[config.mk]
export PLATFORM = sky130hd
export DESIGN_NAME = read_interval_splitter_top
export DESIGN_NICKNAME = d
export VERILOG_FILES = /design/src/sv/rsplit_pkg.sv /design/src/sv/rsplit_front.sv /design/src/sv/rsplit_fifo.sv /design/src/sv/rsplit_back.sv /design/src/sv/read_interval_splitter_top.sv
export SDC_FILE = /design/constraint.sdc
export NUM_CORES = 1
export LEC_CHECK = 0
export BUFFER_PORTS_ARGS = -buffer_cell sky130_fd_sc_hd__buf_2
export CAP_MARGIN = 20
export CORE_MARGIN = 4
export CORE_UTILIZATION = 65
export CTS_BUF_LIST = sky130_fd_sc_hd__clkbuf_4 sky130_fd_sc_hd__clkbuf_8
export DETAILED_ROUTE_END_ITERATION = 8
export PLACE_DENSITY = 0.82
export RECOVER_POWER = 25
export SYNTH_ARGS = -nofsm -noshare
export SYNTH_HDL_FRONTEND = slang
export SYNTH_SLANG_ARGS = --single-unit
[constraint.sdc]
create_clock -name clk -period 17.3 [get_ports clk]
set_clock_uncertainty 0.1 [all_clocks]
set_input_delay 1.73 -clock clk [delete_from_list [all_inputs] [get_ports clk]]
set_output_delay 1.73 -clock clk [all_outputs]
set_load 0.01 [all_outputs]
[src/sv/rsplit_pkg.sv]
// shared types and constants for the read interval splitter
package rsplit_pkg;

  // default position width and job queue depth
  localparam int POS_WIDTH_DEF = 24;
  localparam int QUEUE_DEPTH   = 4;

  // input command codes
  typedef enum logic [1:0] {
    CMD_BEGIN   = 2'd0,
    CMD_ADAPTER = 2'd1,
    CMD_FINISH  = 2'd2
  } cmd_t;

  // result kind codes
  typedef enum logic [1:0] {
    KIND_WINDOW  = 2'd0,
    KIND_SUBREAD = 2'd1,
    KIND_ADAPTER = 2'd2
  } kind_t;

  // handshake between the queue and its neighbors
  typedef struct packed {
    logic push;
    logic pop;
  } q_req_t;

  typedef struct packed {
    logic full;
    logic empty;
  } q_stat_t;

endpackage

[src/sv/rsplit_front.sv]
// front part: holds the read window state and turns each input item into a job
module rsplit_front
  import rsplit_pkg::*;
#(
  parameter int POS_WIDTH = POS_WIDTH_DEF,
  localparam int RES_W    = 2 * POS_WIDTH + 5,
  localparam int JOB_W    = 2 * RES_W + 1
) (
  input  logic                 clk,
  input  logic                 rst_n,
  input  logic                 acc,        // input transfer this cycle
  input  logic [1:0]           cmd,
  input  logic [POS_WIDTH-1:0] pos_a,
  input  logic [POS_WIDTH-1:0] pos_b,
  input  logic [POS_WIDTH-1:0] read_length,
  input  logic                 has_window,
  output logic                 job_valid,  // job to push for this item
  output logic [JOB_W-1:0]     job_data    // {two results, result 1, result 0}
);

  logic [POS_WIDTH-1:0] win_start_r, win_start_nxt;
  logic [POS_WIDTH-1:0] win_end_r, win_end_nxt;
  logic [POS_WIDTH-1:0] next_sub_r, next_sub_nxt;
  logic                 seen_r, seen_nxt;
  logic                 win_valid_r, win_valid_nxt;
  logic                 scan_done_r, scan_done_nxt;

  logic [POS_WIDTH-1:0] end_fix;
  logic [POS_WIDTH-1:0] clip_s;
  logic [POS_WIDTH-1:0] clip_e;
  logic [POS_WIDTH-1:0] cs_tmp;
  logic [RES_W-1:0]     res0;
  logic [RES_W-1:0]     res1;
  logic                 two;

  // repaired end bound and clipped adapter bounds
  always_comb begin
    end_fix = pos_b;
    if ((read_length != '0) && (pos_b == read_length - POS_WIDTH'(1))) begin
      end_fix = read_length;
    end
    cs_tmp = (win_start_r > pos_a) ? win_start_r : pos_a;
    clip_s = (next_sub_r > cs_tmp) ? next_sub_r : cs_tmp;
    clip_e = (pos_b < win_end_r) ? pos_b : win_end_r;
  end

  // classify the item, build its job and the next state
  always_comb begin
    win_start_nxt = win_start_r;
    win_end_nxt   = win_end_r;
    next_sub_nxt  = next_sub_r;
    seen_nxt      = seen_r;
    win_valid_nxt = win_valid_r;
    scan_done_nxt = scan_done_r;
    job_valid     = 1'b0;
    two           = 1'b0;
    res0          = '0;
    res1          = '0;
    case (cmd)
      CMD_BEGIN: begin
        seen_nxt      = 1'b0;
        scan_done_nxt = 1'b0;
        job_valid     = 1'b1;
        if (!has_window || (end_fix <= pos_a)) begin
          win_valid_nxt = 1'b0;
          win_start_nxt = '0;
          win_end_nxt   = '0;
          next_sub_nxt  = '0;
          res0 = {1'b1, 1'b0, 1'b0, {POS_WIDTH{1'b0}}, {POS_WIDTH{1'b0}}, KIND_WINDOW};
        end else begin
          win_valid_nxt = 1'b1;
          win_start_nxt = pos_a;
          win_end_nxt   = end_fix;
          next_sub_nxt  = pos_a;
          res0 = {1'b1, 1'b0, 1'b0, end_fix, pos_a, KIND_WINDOW};
        end
      end
      CMD_ADAPTER: begin
        if (win_valid_r && !scan_done_r && !(win_start_r > pos_b)) begin
          if (win_end_r < pos_a) begin
            scan_done_nxt = 1'b1;
          end else begin
            job_valid    = 1'b1;
            two          = next_sub_r < pos_a;
            res1         = {1'b1, 1'b0, 1'b0, clip_e, clip_s, KIND_ADAPTER};
            res0         = two ? {1'b0, 1'b1, seen_r, pos_a, next_sub_r, KIND_SUBREAD}
                               : res1;
            next_sub_nxt = pos_b;
            seen_nxt     = 1'b1;
          end
        end
      end
      CMD_FINISH: begin
        win_valid_nxt = 1'b0;
        if (win_valid_r && (next_sub_r < win_end_r)) begin
          job_valid = 1'b1;
          res0 = {1'b1, 1'b0, seen_r, win_end_r, next_sub_r, KIND_SUBREAD};
        end
      end
      default: begin
      end
    endcase
    job_data = {two, res1, res0};
  end

  // state registers, updated on each input transfer
  always_ff @(posedge clk) begin
    if (!rst_n) begin
      win_start_r <= '0;
      win_end_r   <= '0;
      next_sub_r  <= '0;
      seen_r      <= 1'b0;
      win_valid_r <= 1'b0;
      scan_done_r <= 1'b0;
    end else if (acc) begin
      win_start_r <= win_start_nxt;
      win_end_r   <= win_end_nxt;
      next_sub_r  <= next_sub_nxt;
      seen_r      <= seen_nxt;
      win_valid_r <= win_valid_nxt;
      scan_done_r <= scan_done_nxt;
    end
  end

endmodule

[src/sv/rsplit_fifo.sv]
// short job queue between the front and back parts
module rsplit_fifo
  import rsplit_pkg::*;
#(
  parameter int WIDTH = 8,
  parameter int DEPTH = QUEUE_DEPTH
) (
  input  logic             clk,
  input  logic             rst_n,
  input  q_req_t           req,
  input  logic [WIDTH-1:0] wr_data,
  output q_stat_t          stat,
  output logic [WIDTH-1:0] rd_data
);

  localparam int PTR_W = (DEPTH > 1) ? $clog2(DEPTH) : 1;
  localparam int CNT_W = $clog2(DEPTH + 1);

  logic [WIDTH-1:0] mem_r [DEPTH];
  logic [PTR_W-1:0] wr_ptr_r, wr_ptr_nxt;
  logic [PTR_W-1:0] rd_ptr_r, rd_ptr_nxt;
  logic [CNT_W-1:0] cnt_r, cnt_nxt;
  logic             do_push;
  logic             do_pop;

  assign stat.full  = (cnt_r == CNT_W'(DEPTH));
  assign stat.empty = (cnt_r == '0);
  assign do_push    = req.push && !stat.full;
  assign do_pop     = req.pop && !stat.empty;
  assign rd_data    = mem_r[rd_ptr_r];

  // pointer and count update with wraparound
  always_comb begin
    wr_ptr_nxt = wr_ptr_r;
    rd_ptr_nxt = rd_ptr_r;
    cnt_nxt    = cnt_r;
    if (do_push) begin
      wr_ptr_nxt = (wr_ptr_r == PTR_W'(DEPTH - 1)) ? '0 : wr_ptr_r + PTR_W'(1);
    end
    if (do_pop) begin
      rd_ptr_nxt = (rd_ptr_r == PTR_W'(DEPTH - 1)) ? '0 : rd_ptr_r + PTR_W'(1);
    end
    if (do_push && !do_pop) begin
      cnt_nxt = cnt_r + CNT_W'(1);
    end else if (do_pop && !do_push) begin
      cnt_nxt = cnt_r - CNT_W'(1);
    end
  end

  // control registers
  always_ff @(posedge clk) begin
    if (!rst_n) begin
      wr_ptr_r <= '0;
      rd_ptr_r <= '0;
      cnt_r    <= '0;
    end else begin
      wr_ptr_r <= wr_ptr_nxt;
      rd_ptr_r <= rd_ptr_nxt;
      cnt_r    <= cnt_nxt;
    end
  end

  // entry storage
  always_ff @(posedge clk) begin
    if (do_push) begin
      mem_r[wr_ptr_r] <= wr_data;
    end
  end

endmodule

[src/sv/rsplit_back.sv]
// back part: plays each queued job out as one or two result transfers
module rsplit_back
  import rsplit_pkg::*;
#(
  parameter int POS_WIDTH = POS_WIDTH_DEF,
  localparam int RES_W    = 2 * POS_WIDTH + 5,
  localparam int JOB_W    = 2 * RES_W + 1
) (
  input  logic                 clk,
  input  logic                 rst_n,
  input  logic                 job_avail,
  input  logic [JOB_W-1:0]     job_data,
  output logic                 job_pop,
  output logic                 out_valid,
  input  logic                 out_ready,
  output logic [1:0]           kind,
  output logic [POS_WIDTH-1:0] start_pos,
  output logic [POS_WIDTH-1:0] end_pos,
  output logic                 pre_adapt,
  output logic                 post_adapt,
  output logic                 last
);

  logic             beat_r, beat_nxt;
  logic             two;
  logic [RES_W-1:0] cur;
  logic             xfer;

  assign two       = job_data[JOB_W-1];
  assign cur       = beat_r ? job_data[2*RES_W-1:RES_W] : job_data[RES_W-1:0];
  assign out_valid = job_avail;
  assign xfer      = out_valid && out_ready;
  assign job_pop   = xfer && (!two || beat_r);

  // unpack the current result
  assign kind       = cur[1:0];
  assign start_pos  = cur[POS_WIDTH+1:2];
  assign end_pos    = cur[2*POS_WIDTH+1:POS_WIDTH+2];
  assign pre_adapt  = cur[2*POS_WIDTH+2];
  assign post_adapt = cur[2*POS_WIDTH+3];
  assign last       = cur[2*POS_WIDTH+4];

  // second beat of a two-result job
  always_comb begin
    beat_nxt = beat_r;
    if (xfer) begin
      beat_nxt = two && !beat_r;
    end
  end

  always_ff @(posedge clk) begin
    if (!rst_n) begin
      beat_r <= 1'b0;
    end else begin
      beat_r <= beat_nxt;
    end
  end

endmodule

[src/sv/read_interval_splitter_top.sv]
// top level of the read interval splitter
// Takes one input transfer per cycle whenever the 4-entry job queue has room.
// A begin item yields one window result, an adapter item zero, one or two
// results (a subread then the clipped adapter), a finish item zero or one
// trailing subread. The result port delivers one result per cycle while out_tready
// is high, so an adapter item with a leading subread holds the result side for two
// results; the queue between the classifier and the output sequencer absorbs this.
// Each job is registered in the job queue before its results reach the result port.
module read_interval_splitter_top
  import rsplit_pkg::*;
#(
  parameter int POS_WIDTH = POS_WIDTH_DEF,
  localparam int IN_W     = ((3 * POS_WIDTH + 1 + 7) / 8) * 8,
  localparam int OUT_W    = ((2 * POS_WIDTH + 2 + 7) / 8) * 8
) (
  input  logic             clk,
  input  logic             rst_n,
  input  logic             in_tvalid,
  output logic             in_tready,
  input  logic [IN_W-1:0]  in_tdata,   // pos_a, pos_b, read_length, has_window
  input  logic [1:0]       in_tuser,   // cmd
  output logic             out_tvalid,
  input  logic             out_tready,
  output logic [OUT_W-1:0] out_tdata,  // start_pos, end_pos, pre_adapt, post_adapt
  output logic [1:0]       out_tuser,  // kind
  output logic             out_tlast
);

  localparam int RES_W = 2 * POS_WIDTH + 5;
  localparam int JOB_W = 2 * RES_W + 1;

  logic                 acc;
  logic                 job_valid;
  logic [JOB_W-1:0]     job_in;
  logic [JOB_W-1:0]     job_out;
  q_req_t               q_req;
  q_stat_t              q_stat;
  logic                 job_pop;
  logic [POS_WIDTH-1:0] start_pos;
  logic [POS_WIDTH-1:0] end_pos;
  logic                 pre_adapt;
  logic                 post_adapt;

  assign in_tready  = !q_stat.full;
  assign acc        = in_tvalid && in_tready;
  assign q_req.push = acc && job_valid;
  assign q_req.pop  = job_pop;

  // item classification and window state
  rsplit_front #(.POS_WIDTH(POS_WIDTH)) u_front (
    .clk         (clk),
    .rst_n       (rst_n),
    .acc         (acc),
    .cmd         (in_tuser),
    .pos_a       (in_tdata[POS_WIDTH-1:0]),
    .pos_b       (in_tdata[2*POS_WIDTH-1:POS_WIDTH]),
    .read_length (in_tdata[3*POS_WIDTH-1:2*POS_WIDTH]),
    .has_window  (in_tdata[3*POS_WIDTH]),
    .job_valid   (job_valid),
    .job_data    (job_in)
  );

  // job queue
  rsplit_fifo #(.WIDTH(JOB_W), .DEPTH(QUEUE_DEPTH)) u_fifo (
    .clk     (clk),
    .rst_n   (rst_n),
    .req     (q_req),
    .wr_data (job_in),
    .stat    (q_stat),
    .rd_data (job_out)
  );

  // result sequencing
  rsplit_back #(.POS_WIDTH(POS_WIDTH)) u_back (
    .clk        (clk),
    .rst_n      (rst_n),
    .job_avail  (!q_stat.empty),
    .job_data   (job_out),
    .job_pop    (job_pop),
    .out_valid  (out_tvalid),
    .out_ready  (out_tready),
    .kind       (out_tuser),
    .start_pos  (start_pos),
    .end_pos    (end_pos),
    .pre_adapt  (pre_adapt),
    .post_adapt (post_adapt),
    .last       (out_tlast)
  );

  // pack result payload, zero fill to whole bytes
  assign out_tdata = OUT_W'({post_adapt, pre_adapt, end_pos, start_pos});

endmodule
==> impl_metrics.env <==
export IMPL_cts_resized=0
export IMPL_syn_cell_area_um2=26000
export IMPL_fin_crit_sh_pct=54.0
export IMPL_drcViolationCount=0
export IMPL_final_nets=2507
export IMPL_port_buffers=133
export IMPL_crit_family="simple AND/OR/NAND/NOR gates"
export IMPL_drv_slew=337
export IMPL_crit_path_start_kind="input port"
export IMPL_min_period_ns=9.34
export IMPL_grt_usage_pct=33.9
export IMPL_end_kind="flip-flop"
export IMPL_die_y_um=208
export IMPL_grt_pass1_vias=18900
export IMPL_synth_top_cell_area_share_pct=47.6
export IMPL_ant_nets=2
export IMPL_crit_required_ns=17.45
export IMPL_status="finished with violations"
export IMPL_fmax_mhz=107
export IMPL_fill_cells=2648
export IMPL_setup_viol=0
export IMPL_grt_overflow=0
export IMPL_hold_viol=0
export IMPL_start_util_pct=65.6
export IMPL_worstMarginPinSlew_ns=3.97
export IMPL_die_area_um2=43300
export IMPL_num_vias=18900
export IMPL_totalWireLength_mm=74.2
export IMPL_synth_area_top_cells="edfxtp_1 48%, ha_1 9.4%, mux4_2 8.9%"
export IMPL_holdPathEnd="u_front.win_end_r[14]"
export IMPL_hpwlAfterDp_mm=50.8
export IMPL_dp_slack_ns=8.00
export IMPL_layout_setup_ws_ns=7.96
export IMPL_avgSynthCellArea_um2=12.5
export IMPL_cp_cell_sequence="clkbuf_1 -> inv_1 -> ha_1 -> nand4_1 -> nor4_1 -> nand4b_1 -> a22oi_1 -> a31o_1 -> a21o_1 -> and2_0 -> buf_4"
export IMPL_cts_buffer_depth=3
export IMPL_rr_worst_depth=9
export IMPL_drtIter0Drc=2381
export IMPL_min_from="u_front.win_end_r[14]"
export IMPL_whs_ns=0.409
export IMPL_drive_above_1_share_pct=16.4
export IMPL_post_drt_wl_per_cell_um=26.3
export IMPL_reg2reg_to="u_fifo.mem_r[0][31]"
export IMPL_core_area_um2=39600
export IMPL_postCtsHoldBufs=0
export IMPL_layout_cells_non_filler=2818
export IMPL_gp_congestion=1.02
export IMPL_dieWidth_um=208
export IMPL_drt_first_pass_iters=6
export IMPL_synth_ff_type="edfxtp_1"
export IMPL_leakage_nw=10.7
export IMPL_slowest_stage="and2_0"
export IMPL_postCtsSetupBuffers=0
export IMPL_critical_path_class="in -> reg"
export IMPL_cts_root_buffer="clkbuf_8"
export IMPL_antenna_found_initial=0
export IMPL_cp_data_arrival_time_ns=9.49
export IMPL_via_per_inst=6.72
export IMPL_total_power_mw=2.83
export IMPL_reg2reg_slack_ns=9.29
export IMPL_placedCellCount=2664
export IMPL_hold_path_class="reg -> reg"
export IMPL_synth_cells=2088
export IMPL_violations="antenna rules, capacitance limit, slew limit"
export IMPL_synth_top_area_cell="edfxtp_1"
export IMPL_r2r_start="u_front.win_start_r[22]"
export IMPL_yosys_warnings=0
export IMPL_rsz0062_at_grt="false"
export IMPL_grt_pass1_wl_mm=112
export IMPL_ys_seq_elements=497
export IMPL_cts_tree="yes"
export IMPL_cts_sinks=497
export IMPL_placementRows=73
export IMPL_max_stage_delay_ns=2.89
export IMPL_p_per_area_nw_per_um2=98.6
export IMPL_synthToLayoutAreaGrowth_pct=10.3
export IMPL_setup_tns_final_ns=0
export IMPL_io_pins=147
export IMPL_grt_max_degree=62
export IMPL_path_max_fanout=56
export IMPL_yosysSeqAreaShare_pct=54.1
export IMPL_synth_edf_count=412
export IMPL_path_clk_slew_ns=0.06
export IMPL_cts_buffers=79
export IMPL_drv_cap=8
export IMPL_htree_levels=3
export IMPL_clock_latency_ns=0.66
export IMPL_async_flop_share_pct=0
export IMPL_peakVddDrop_v=0.0000748
export IMPL_path_buf_inv=3
export IMPL_synth_cell_type_count=75
export IMPL_hold_path_cell_count=2
export IMPL_maxSlewHeadroom_pct=-165
[worst reg2reg max path, delay by kind of cell, from the launching register on]
family          cells  cell delay, ns
fa+ha+maj           1            0.34
simple gates        4            3.85
compound gates      3            1.87
buf+inv             1            1.04
flops               1            0.36
[worst max path at each step]
| stage | slack [ns] | startpoint | cells past startpoint | endpoint |
|---|---|---|---|---|
| CTS | 8.63 | in_tdata[53] | 19 | u_fifo.mem_r[3][28] |
| floorplan | 10.08 | in_tdata[54] | 21 | u_fifo.mem_r[0][19] |
| global route | 7.65 | in_tdata[43] | 11 | u_fifo.mem_r[3][92] |
| finish | 7.96 | in_tdata[43] | 11 | u_fifo.mem_r[0][31] |
| detailed placement | 8.00 | in_tdata[53] | 19 | u_fifo.mem_r[3][29] |
| global placement | 8.12 | in_tdata[53] | 19 | u_fifo.mem_r[0][28] |
[cell usage after synthesis, drive strengths merged, types with 20 or more instances]
cell type,instances
a221o,22
nor2,87
xnor2,20
dfxtp,85
a32oi,25
edfxtp,412
nand2,309
inv,112
clkbuf,80
o21ai,90
o221ai,22
nor3,43
ha,196
nand4,31
mux2i,76
a211oi,27
buf,32
a21oi,74
a22oi,24
nand3,45
mux4,103
[report_power, final]
group          total (mW)  switching [mW]  leakage (nW)  internal (mW)
sequential           1.34          0.0319          4.38           1.31
combinational       0.495           0.298          5.48          0.197
clock               0.990           0.456         0.825          0.534
total                2.83           0.786          10.7           2.04
[layer usage]
| layer | GRT usage [%] | up-vias | wire length, um |
|---|---|---|---|
| met1 | 46.6 | 9198 | 27900 |
| met3 | 6.79 | 248 | 7770 |
| li1 | - | 8264 | - |
| met4 | 16.2 | 0 | 4220 |
| met2 | 52.6 | 1232 | 34300 |
| met5 | 0 | - | 0 |
[registers in the layout, summed over array words and instances (netlist names), named ones only]
register	cells
u_back.beat_r	1
u_fifo.cnt_r	3
u_fifo.mem_r	412
u_fifo.rd_ptr_r	2
u_fifo.wr_ptr_r	2
u_front.next_sub_r	24
u_front.scan_done_r	1
u_front.seen_r	1
u_front.win_end_r	24
u_front.win_start_r	24
u_front.win_valid_r	1
[through the flow]
| stage | util, % | area, um^2 |
|---|---|---|
| after global placement | 68.4 | 27100 |
| after detailed placement | 68.4 | 27100 |
| after floorplan | - | 26000 |
| final | 72.4 | 28700 |
| after CTS | 72.3 | 28700 |
| after global routing | 72.3 | 28700 |
[logic make-up (layout without fill, tap and decap cells)]
logic type | after synthesis | after routing | synth area share, %
AND/OR/NAND/NOR | 594 | 594 | 10.5
flip-flops | 497 | 497 | 54.1
AO/OA/AOI/OAI | 358 | 358 | 9.35
buffers and inverters | 225 | 415 | 3.46
adder cells (fa/ha/maj) | 197 | 197 | 9.50
multiplexers | 181 | 181 | 11.9
XOR/XNOR | 35 | 35 | 1.18
other | 1 | 16 | 0.0144
[layout by cell type (no fill, tap or decap), types with 43 or more instances in the layout]
cell type	count
mux2i_1	76
inv_1	111
dfxtp_1	83
buf_2	103
edfxtp_1	412
a21oi_1	73
nand2_1	309
o21ai_0	69
nand3_1	44
mux4_2	103
ha_1	196
nor3_1	43
nor2_1	86
clkbuf_8	87
[final cells by class]
class	count	area, um^2	share of cell area, %
Antenna cell	10	25.0	0.0872
Clock buffer	113	1390	4.85
Clock inverter	27	165	0.576
Inverter	113	424	1.48
Multi-Input combinational cell	1371	11100	38.6
Sequential cell	497	14100	49.1
Tap cell	525	657	2.29
Timing Repair Buffer	162	866	3.02
No activity file was read; power rests on OpenSTA's default activity.
